==> config.mk <==
export PLATFORM = sky130hd
export DESIGN_NAME = rotary_encoder_button_events_core
export DESIGN_NICKNAME = d
export VERILOG_FILES = /design/src/rtl/reb_pkg.sv /design/src/rtl/reb_filter.sv /design/src/rtl/reb_detent.sv /design/src/rtl/reb_button.sv /design/src/rtl/rotary_encoder_button_events_core.sv
export SDC_FILE = /design/constraint.sdc
export NUM_CORES = 1
export LEC_CHECK = 0
export ABC_AREA = 1
export BUFFER_PORTS_ARGS = -buffer_cell sky130_fd_sc_hd__buf_2
export CAP_MARGIN = 10
export CORE_MARGIN = 2
export CORE_UTILIZATION = 63
export DETAILED_ROUTE_END_ITERATION = 16
export GPL_ROUTABILITY_DRIVEN = 1
export PLACE_DENSITY = 0.81
export SKIP_LAST_GASP = 1
export SYNTH_ARGS = -nofsm -noshare
export SYNTH_HDL_FRONTEND = slang
export SYNTH_SLANG_ARGS = --single-unit
==> constraint.sdc <==
create_clock -name i_clk -period 5.63 [get_ports i_clk]
set_input_delay 0.8445 -clock i_clk [delete_from_list [all_inputs] [get_ports i_clk]]
set_output_delay 0.8445 -clock i_clk [all_outputs]
set_load 0.05 [all_outputs]
==> src/rtl/reb_pkg.sv <==
`timescale 1ns / 1ps

package reb_pkg;

    localparam int TIME_BITS = 20;
    localparam int GLITCH_W  = 8;
    localparam int DETENT_W  = 4;
    localparam int EDGE_W    = 5;
    localparam int CFG_W     = (TIME_BITS > GLITCH_W) ? TIME_BITS : GLITCH_W;
    localparam int CFG_IDX_W = 2;

    localparam logic [GLITCH_W-1:0]  GLITCH_RST = GLITCH_W'(1);
    localparam logic [DETENT_W-1:0]  DETENT_RST = DETENT_W'(2);
    localparam logic [TIME_BITS-1:0] DEBOUNCE_RST = TIME_BITS'(50000);
    localparam logic [TIME_BITS-1:0] LONG_RST = TIME_BITS'(500000);

    typedef enum logic [CFG_IDX_W-1:0] {
        CFG_GLITCH   = 2'd0,
        CFG_DETENT   = 2'd1,
        CFG_DEBOUNCE = 2'd2,
        CFG_LONG     = 2'd3
    } t_cfg_reg;

    typedef struct packed {
        logic level;
        logic changed;
    } t_filt;

    typedef struct packed {
        logic short_p;
        logic long_p;
    } t_press;

endpackage

==> src/rtl/reb_filter.sv <==
`timescale 1ns / 1ps

module reb_filter (
    input  logic                          i_clk,
    input  logic                          i_rst_n,
    input  logic                          i_adv,
    input  logic                          i_raw,
    input  logic [reb_pkg::GLITCH_W-1:0] i_glitch,
    output reb_pkg::t_filt                o_filt
);

    logic                          r_level;
    logic [reb_pkg::GLITCH_W-1:0] r_count;
    logic                          n_level;
    logic [reb_pkg::GLITCH_W-1:0] n_count;
    logic [reb_pkg::GLITCH_W-1:0] c_inc;
    logic                          c_chg;

    always_comb begin
        n_level = r_level;
        n_count = '0;
        c_chg   = 1'b0;
        c_inc   = (r_count != '1) ? r_count + reb_pkg::GLITCH_W'(1) : r_count;
        if (i_raw != r_level) begin
            if (c_inc >= i_glitch) begin
                n_level = i_raw;
                c_chg   = 1'b1;
            end else begin
                n_count = c_inc;
            end
        end
    end

    assign o_filt.level   = n_level;
    assign o_filt.changed = c_chg;

    always_ff @(posedge i_clk) begin
        if (!i_rst_n) begin
            r_level <= 1'b1;
            r_count <= '0;
        end else if (i_adv) begin
            r_level <= n_level;
            r_count <= n_count;
        end
    end

endmodule

==> src/rtl/reb_detent.sv <==
`timescale 1ns / 1ps

module reb_detent (
    input  logic                          i_clk,
    input  logic                          i_rst_n,
    input  logic                          i_adv,
    input  reb_pkg::t_filt                i_a,
    input  logic                          i_b_level,
    input  logic [reb_pkg::DETENT_W-1:0] i_detent,
    output logic signed [1:0]             o_step
);

    logic signed [reb_pkg::EDGE_W-1:0] r_edge;
    logic signed [reb_pkg::EDGE_W-1:0] n_edge;
    logic signed [reb_pkg::EDGE_W:0]   c_sum;
    logic signed [reb_pkg::EDGE_W:0]   c_lim;

    always_comb begin
        c_lim  = signed'({{(reb_pkg::EDGE_W+1-reb_pkg::DETENT_W){1'b0}}, i_detent});
        c_sum  = {r_edge[reb_pkg::EDGE_W-1], r_edge}
               + ((i_a.level == i_b_level) ? (reb_pkg::EDGE_W+1)'(1) : '1);
        n_edge = r_edge;
        o_step = 2'sd0;
        if (i_a.changed) begin
            if (c_sum >= c_lim && c_sum > 0) begin
                o_step = 2'sd1;
                n_edge = '0;
            end else if (c_sum <= -c_lim && c_sum < 0) begin
                o_step = -2'sd1;
                n_edge = '0;
            end else begin
                n_edge = c_sum[reb_pkg::EDGE_W-1:0];
            end
        end
    end

    always_ff @(posedge i_clk) begin
        if (!i_rst_n) begin
            r_edge <= '0;
        end else if (i_adv) begin
            r_edge <= n_edge;
        end
    end

    a_edge_range: assert property (@(posedge i_clk) disable iff (!i_rst_n)
        r_edge != {1'b1, {(reb_pkg::EDGE_W-1){1'b0}}})
        else $error("edge count out of range");

endmodule

==> src/rtl/reb_button.sv <==
`timescale 1ns / 1ps

module reb_button (
    input  logic                           i_clk,
    input  logic                           i_rst_n,
    input  logic                           i_adv,
    input  logic                           i_button_level,
    input  logic [reb_pkg::TIME_BITS-1:0] i_debounce,
    input  logic [reb_pkg::TIME_BITS-1:0] i_long,
    output reb_pkg::t_press                o_press
);

    logic                           r_held;
    logic                           r_await;
    logic [reb_pkg::TIME_BITS-1:0] r_hold;
    logic                           n_held;
    logic                           n_await;
    logic [reb_pkg::TIME_BITS-1:0] n_hold;
    logic [reb_pkg::TIME_BITS:0]   c_dur;

    always_comb begin
        n_held          = r_held;
        n_await         = r_await;
        n_hold          = r_hold;
        o_press.short_p = 1'b0;
        o_press.long_p  = 1'b0;
        c_dur           = {1'b0, r_hold} + (reb_pkg::TIME_BITS+1)'(1);
        if (!i_button_level) begin
            if (r_held) begin
                if (r_hold != '1) begin
                    n_hold = r_hold + reb_pkg::TIME_BITS'(1);
                end
            end else if (!r_await) begin
                n_held = 1'b1;
                n_hold = '0;
            end
            if (n_held && n_hold >= i_long) begin
                o_press.long_p = 1'b1;
                n_held         = 1'b0;
                n_await        = 1'b1;
                n_hold         = '0;
            end
        end else begin
            n_await = 1'b0;
            if (r_held) begin
                o_press.short_p = (c_dur >= {1'b0, i_debounce}) && (c_dur < {1'b0, i_long});
                n_held          = 1'b0;
            end
            n_hold = '0;
        end
    end

    always_ff @(posedge i_clk) begin
        if (!i_rst_n) begin
            r_held  <= 1'b0;
            r_await <= 1'b0;
            r_hold  <= '0;
        end else if (i_adv) begin
            r_held  <= n_held;
            r_await <= n_await;
            r_hold  <= n_hold;
        end
    end

    a_await_not_held: assert property (@(posedge i_clk) disable iff (!i_rst_n)
        r_await |-> !r_held)
        else $error("button held while awaiting release");

endmodule

==> src/rtl/rotary_encoder_button_events_core.sv <==
`timescale 1ns / 1ps

// Channel   Handshake                   Word
// in        i_in_valid / o_in_stall     i_pin_a, i_pin_b, i_button_level
// out       o_out_valid / i_out_stall   o_step, o_short_press, o_long_press
// cfg       i_cfg_we                    i_cfg_idx, i_cfg_data
//
// One word in, one word out; a new word is taken every cycle when the output flows.
// A word passes from the input register through the filter, detent and button update
// into the result register.
// Synchronous active-low reset: filters idle high, counters clear, registers defaults.
// A stalled output holds the result; the input register still takes one more word.

module rotary_encoder_button_events_core (
    input  logic                            i_clk,
    input  logic                            i_rst_n,
    input  logic                            i_in_valid,
    output logic                            o_in_stall,
    input  logic                            i_pin_a,
    input  logic                            i_pin_b,
    input  logic                            i_button_level,
    output logic                            o_out_valid,
    input  logic                            i_out_stall,
    output logic signed [1:0]               o_step,
    output logic                            o_short_press,
    output logic                            o_long_press,
    input  logic                            i_cfg_we,
    input  logic [reb_pkg::CFG_IDX_W-1:0]  i_cfg_idx,
    input  logic [reb_pkg::CFG_W-1:0]      i_cfg_data
);

    logic [reb_pkg::GLITCH_W-1:0]  r_glitch;
    logic [reb_pkg::DETENT_W-1:0]  r_detent;
    logic [reb_pkg::TIME_BITS-1:0] r_debounce;
    logic [reb_pkg::TIME_BITS-1:0] r_long;

    logic        r_in_valid;
    logic        r_pin_a;
    logic        r_pin_b;
    logic        r_button;
    logic        r_out_valid;
    logic signed [1:0] r_step;
    logic        r_short;
    logic        r_long_p;

    logic            c_out_free;
    logic            c_adv;
    reb_pkg::t_filt  c_fa;
    reb_pkg::t_filt  c_fb;
    logic signed [1:0] c_step;
    reb_pkg::t_press c_press;

    assign c_out_free = !r_out_valid || !i_out_stall;
    assign c_adv      = r_in_valid && c_out_free;
    assign o_in_stall = r_in_valid && !c_out_free;

    always_ff @(posedge i_clk) begin
        if (!i_rst_n) begin
            r_glitch   <= reb_pkg::GLITCH_RST;
            r_detent   <= reb_pkg::DETENT_RST;
            r_debounce <= reb_pkg::DEBOUNCE_RST;
            r_long     <= reb_pkg::LONG_RST;
        end else if (i_cfg_we) begin
            unique case (reb_pkg::t_cfg_reg'(i_cfg_idx))
                reb_pkg::CFG_GLITCH:   r_glitch   <= i_cfg_data[reb_pkg::GLITCH_W-1:0];
                reb_pkg::CFG_DETENT:   r_detent   <= i_cfg_data[reb_pkg::DETENT_W-1:0];
                reb_pkg::CFG_DEBOUNCE: r_debounce <= i_cfg_data[reb_pkg::TIME_BITS-1:0];
                reb_pkg::CFG_LONG:     r_long     <= i_cfg_data[reb_pkg::TIME_BITS-1:0];
                default: ;
            endcase
        end
    end

    // input register
    always_ff @(posedge i_clk) begin
        if (!i_rst_n) begin
            r_in_valid <= 1'b0;
        end else if (!o_in_stall) begin
            r_in_valid <= i_in_valid;
        end
    end

    always_ff @(posedge i_clk) begin
        if (i_in_valid && !o_in_stall) begin
            r_pin_a  <= i_pin_a;
            r_pin_b  <= i_pin_b;
            r_button <= i_button_level;
        end
    end

    reb_filter u_filt_a (
        .i_clk    (i_clk),
        .i_rst_n  (i_rst_n),
        .i_adv    (c_adv),
        .i_raw    (r_pin_a),
        .i_glitch (r_glitch),
        .o_filt   (c_fa)
    );

    reb_filter u_filt_b (
        .i_clk    (i_clk),
        .i_rst_n  (i_rst_n),
        .i_adv    (c_adv),
        .i_raw    (r_pin_b),
        .i_glitch (r_glitch),
        .o_filt   (c_fb)
    );

    reb_detent u_detent (
        .i_clk     (i_clk),
        .i_rst_n   (i_rst_n),
        .i_adv     (c_adv),
        .i_a       (c_fa),
        .i_b_level (c_fb.level),
        .i_detent  (r_detent),
        .o_step    (c_step)
    );

    reb_button u_button (
        .i_clk          (i_clk),
        .i_rst_n        (i_rst_n),
        .i_adv          (c_adv),
        .i_button_level (r_button),
        .i_debounce     (r_debounce),
        .i_long         (r_long),
        .o_press        (c_press)
    );

    // result register
    always_ff @(posedge i_clk) begin
        if (!i_rst_n) begin
            r_out_valid <= 1'b0;
        end else if (c_out_free) begin
            r_out_valid <= r_in_valid;
        end
    end

    always_ff @(posedge i_clk) begin
        if (c_adv) begin
            r_step   <= c_step;
            r_short  <= c_press.short_p;
            r_long_p <= c_press.long_p;
        end
    end

    assign o_out_valid   = r_out_valid;
    assign o_step        = r_step;
    assign o_short_press = r_short;
    assign o_long_press  = r_long_p;

    a_adv_fills_out: assert property (@(posedge i_clk) disable iff (!i_rst_n)
        c_adv |=> r_out_valid)
        else $error("advanced word lost");

    a_step_code: assert property (@(posedge i_clk) disable iff (!i_rst_n)
        r_out_valid |-> (r_step != -2'sd2))
        else $error("invalid step code");

    a_press_excl: assert property (@(posedge i_clk) disable iff (!i_rst_n)
        r_out_valid |-> !(r_short && r_long_p))
        else $error("short and long press together");

endmodule

Word-level counts from Yosys, hierarchy flattened --
Cells that the tools add are included.
Storage, ports and cells: output and inout port bits 6, bits in registers 106, logic and storage cells 99
Cells by class: equality and inequality tests 9, bitwise gates (word level) 1, reduce and logical (&&, ||, !) cells 22, mux-type cells 31, order comparisons 9, add/subtract/negate cells 6
Operator list (count):
- 20-bit 2-to-1 mux | 6
- 8-bit 2-to-1 mux | 6
- 20-bit by 1-bit adder with 21-bit output, second input constant | 1
- 21-bit by 20-bit greater-or-equal comparator with 1-bit output | 1
- 21-bit by 20-bit less-than comparator with 1-bit output | 1
- 20-bit by 1-bit adder with 20-bit output, second input constant | 1
- 20-bit greater-or-equal comparator | 1
- 20-bit != test, second input constant | 1
- 8-bit by 1-bit adder with 8-bit output, second input constant | 2
- 8-bit greater-or-equal comparator | 2
- 8-bit != test, second input constant | 2
- 1-bit 2-to-1 mux | 15
- 2-bit AND reduction | 7
- 5-bit 2-to-1 mux | 2
- 1-bit logical AND | 7
- 6-bit adder | 1
- 6-bit by 5-bit greater-or-equal comparator with 1-bit output | 1
- 6-bit by 1-bit > comparator with 1-bit output, second input constant | 1
- 6-bit less-or-equal comparator | 1
- 6-bit by 1-bit less-than comparator with 1-bit output, second input constant | 1
- 6-bit 2-to-1 mux | 1
- 4-bit negator with 6-bit output | 1
- 2-bit equality test, second input constant | 2
- 1-bit logical NOT | 4
- other kinds (9) | 10

Logic depth before layout (Yosys ltp) --
depth after elaboration 12, mapped depth 35

By module --
From an unflattened synthesis, not the netlist that was laid out.
Second synthesis, totals: cells, all modules 1317, area total of the unflattened synthesis 8456.9 um^2
By module, submodules not included:
- reb_button | sequential area each 440.4 um^2, cells an instance 600, area an instance 3509.6 um^2, instances 1
- rotary_encoder_button_events_core | sequential area each 1291.2 um^2, cells an instance 328, area an instance 2366.0 um^2, instances 1
- reb_filter | sequential area each 180.2 um^2, cells an instance 137, area an instance 874.6 um^2, instances 2
- reb_detent | sequential area each 100.1 um^2, cells an instance 115, area an instance 832.0 um^2, instances 1

Worst setup path after synthesis --
No wires, ideal clock.
path kind register -> register, from register u_filt_a.r_count[0] in the netlist's numbering, to register r_step[0], in the netlist o_step[0], data pin, buffers on the path 0, data required time 5.377 ns, setup time 0.253 ns, data arrival time 3.954 ns, setup slack 1.423 ns, stages on the path, launching flop included 34, cells stage by stage dfxtp_1 > ha_1 > nand2_1 > inv_2 > nand4_1 > nor2_2 > inv_1 > nand2_1 > xnor2_1 > ha_1 > a21oi_1 > o21a_1 > nand3_1 > inv_1 > nand2_1 > nand2_1 > inv_1 > nand2_1 > nand2_1 > ha_1 > a21oi_1 > nand2_1 > nand2_1 > nand2_1 > ha_1 > nand2_1 > nor2_1 > o21ai_0 > nand2_1 > nand3_1 > nand2_1 > nand2_1 > inv_1 > nor2_1
On the way: word-level cells in the longest chain between the ends 12
Ends and longest elaborated chain:
- start, declared | RTL line reb_filter.sv:13 | logic [reb_pkg::GLITCH_W-1:0] r_count;
- start signal, assigned | RTL line reb_filter.sv:43 | r_count <= n_count;
- 8-bit by 1-bit adder with 8-bit output / 8-bit != test (equally long branches) | RTL line reb_filter.sv:23 | c_inc = (r_count != '1) ? r_count + reb_pkg::GLITCH_W'(1) : r_count;
- 8-bit 2-to-1 mux (*) | RTL line reb_filter.sv:23
- 8-bit greater-or-equal comparator (*) | RTL line reb_filter.sv:25 | if (c_inc >= i_glitch) begin
- 1-bit 2-to-1 mux | RTL line reb_filter.sv:25
- 1-bit 2-to-1 mux | RTL line reb_filter.sv:24 | if (i_raw != r_level) begin
- 1-bit equality test | RTL line reb_detent.sv:21 | + ((i_a.level == i_b_level) ? (reb_pkg::EDGE_W+1)'(1) : '1);
- 6-bit 2-to-1 mux | RTL line reb_detent.sv:21
- 6-bit adder | RTL line reb_detent.sv:21
- 6-bit less-or-equal comparator / 6-bit by 1-bit less-than comparator with 1-bit output (equally long branches) | RTL line reb_detent.sv:28 | end else if (c_sum <= -c_lim && c_sum < 0) begin
- 1-bit logical AND | RTL line reb_detent.sv:28
- 2-bit 2-to-1 mux | RTL line reb_detent.sv:28
- 1-bit 2-to-1 mux | RTL line reb_detent.sv:25 | if (c_sum >= c_lim && c_sum > 0) begin
- end signal, assigned | RTL line rotary_encoder_button_events_core.sv:140 | r_step <= c_step;
- end, declared | RTL line rotary_encoder_button_events_core.sv:42 | logic signed [1:0] r_step;
Mark *: on every way between the ends. The rest lies on a longest branch, timed or not. A chain may end at the register's enable or synchronous reset.

Worst setup path in the final report --
Same ends and word-level chain as after synthesis.

==> reports/qor.yml <==
status: "finished clean"
period_needed_ns: 4.81
io_pins: 36
grt_max_degree: 51
yosysTopAreaCell: "dfxtp_1"
hp-class: "reg -> reg"
maxSlewHeadroom_pct: 36.7
place_congestion: 0.908
vias: 6852
min_from: "r_debounce[13]"
synth_top_area_share_pct: 26.4
postLayoutCellArea_um2: 8090
final.setup_skew_ns: 0.00782
rsz0062_at_grt: "false"
clockBufferDepth: 2
ys_types: 45
reg2reg_depth: 33
r2r_start: "u_filt_a.r_count[0]"
track_usage_pct: 29.0
vias_per_cell: 5.56
critical_path_required_ns: 5.75
min_to: "r_debounce[13]"
yosysWarnings: 0
final_util_pct: 70.2
powerDensity_nw_per_um2: 242
synth_seq_cells: 106
grt_overflow_total: 0
htree_levels: 3
synthArstFlopShare_pct: 0
die_y_um: 113
yosysMostFrequentCell: "nand2_1"
finalCritPeriodShare_pct: 85.4
ys.flop_type: "dfxtp_1"
syn_area_per_cell_um2: 7.03
fp.coreArea_um2: 11500
ys_top_cells_by_count: "nand2_1, inv_1, a21oi_1"
clock-sinks: 106
hold_viol_final: 0
grt_pass1_vias: 6397
ys_seq_area_share_pct: 29.2
antenna_found_initial: 0
die_area_um2: 12800
drv_slew: 0
path_clk_slew_ns: 0.07
final_nets: 1207
placed_cell_area_um2: 7750
synth_area_leaders: "dfxtp_1, ha_1, nand2_1"
startpoint_type: "register"
hold_depth: 2
cp_max_fo: 6
slowest_stage: "dfxtp_1"
syn_area_um2: 7520
end_kind: "register"
cts_hold_buffers: 0
clk_latency_ns: 0.36
synthCells: 1069
port_buffers: 35
setup_viol: 0
synth_edf_count: 7
hpwl_um: 13300
drt_iter0_drc: 461
area_growth_pct: 7.57
fmax_mhz: 208
drcViolationCount: 0
initial_core_util_pct: 65.3
place_ws_ns: 0.876
layout-drive-gt1-share_pct: 8.81
routedWlPerCell_um: 14.4
r2r_setup_slack_ns: 0.82
worst_slack_ns: 0.824
numCtsBuffers: 9
reg2reg_to: "o_step[0]"
vdd_ir_drop_max_mv: 0.205
worstPathArrival_ns: 4.92
fin_setup_tns_ns: 0
leakage_nw: 3.79
synthesis.nets: 1191
drt_wl_total_um: 17800
grt_pass1_wl_um: 30000
rows: 39
cts_tree: "done"
die_w_um: 113
worst_slew_pin_slew_ns: 0.944
cts_resized: 0
cap_violations: 0
crit_type: "reg -> reg"
critical_path.most_common_cell: "nand2_1"
antenna_cells: 0
slowest_delay_ns: 0.40
firstDrtPassIters: 5
post_cts_buffers: 0
ant_nets: 0
cts_root_buf: "clkbuf_16"
[cells by family after synthesis]
family / share of synthesized area (%)
buffers and inverters: 9.87
XOR/XNOR: 2.21
AO/OA/AOI/OAI: 19.3
adder cells (fa/ha/maj): 15.4
AND/OR/NAND/NOR: 24.1
flip-flops: 29.2
[flip-flops by register name (all words and copies together), names as in the netlist]
name and count:
o_long_press 1, o_out_valid 1, o_short_press 1, o_step 2
r_button 1, r_debounce 20, r_detent 4, r_glitch 8
r_in_valid 1, r_long 20, r_pin_a 1, r_pin_b 1
u_button.r_await 1, u_button.r_held 1, u_button.r_hold 20, u_detent.r_edge 5
u_filt_a.r_count 8, u_filt_a.r_level 1, u_filt_b.r_count 8, u_filt_b.r_level 1
[cell usage in the layout, fill, tap and decap left out, types with 8 or more instances in the layout]
master     synthesis  routed
o21ai_0           66      66
a21oi_1          134     134
a22oi_1           12      12
nand3_1           49      49
nand4_1           20      20
inv_1            153     153
dfxtp_1           99      98
o211ai_1           8       8
clkbuf_16          0      10
buf_2              2      35
nand2_1          220     220
nand2_2            8       8
ha_1              91      91
xor2_1            15      15
nor2_1            81      81
nor3_1            13      13
[critical path, delay by kind of cell, from the launching register on]
family	cells	cell delay, ns
AND/OR/NAND/NOR	19	1.86
XOR/XNOR	1	0.16
adder cells (fa/ha/maj)	4	1.21
AO/OA/AOI/OAI	4	0.52
flip-flops	1	0.40
buffers and inverters	5	0.40
[routing by layer]
metal | vias up | GRT usage (%) | share of wire, %
li1 | 3584 | - | -
met4 | 0 | 10.9 | 2.7
met1 | 3060 | 34.6 | 43
met5 | - | 0 | 0
met2 | 172 | 51.7 | 50
met3 | 36 | 5.46 | 4.5
[final cells by class]
cell class	instances	area (um^2)
clock buffers	13	272
clock inverters	3	68.8
fillers	980	3430
inverters	160	601
multi-input cells	771	4580
flip-flops and latches	106	2190
well taps	143	179
repair buffers	37	190
[where the power goes]
part	internal [mW]	switching, mW	total [mW]
clock	0.431	0.287	0.719
combinational	0.146	0.284	0.430
sequential	0.790	0.0207	0.811
[how the worst max path moves through the flow]
stage               cells past startpoint         to  slack, ns           startpoint
finish                                 33  o_step[0]       0.82  u_filt_a.r_count[0]
global route                           33  o_step[0]       0.27  u_filt_a.r_count[0]
CTS                                    33  o_step[0]       0.83  u_filt_a.r_count[0]
detailed placement                     33  o_step[0]       0.88  u_filt_a.r_count[0]
global placement                       31  o_step[0]       1.05  u_filt_a.r_count[0]
floorplan                              33  o_step[0]       1.42  u_filt_a.r_count[0]
[stage by stage]
| step | cells | power, mW | hold WS, ns |
|---|---|---|---|
| 4_1_cts | 1233 | 1.96 | 0.465 |
| 3_5_place_dp | 1217 | 1.25 | 0.454 |
| 3_3_place_gp | 1217 | 1.24 | 0.450 |
| 2_1_floorplan | 1069 | 1.15 | 0.435 |
| 5_1_grt | 1233 | 2.07 | 0.481 |
| 6_report | 1233 | 1.96 | 0.465 |
No activity file was read; power rests on OpenSTA's default activity.
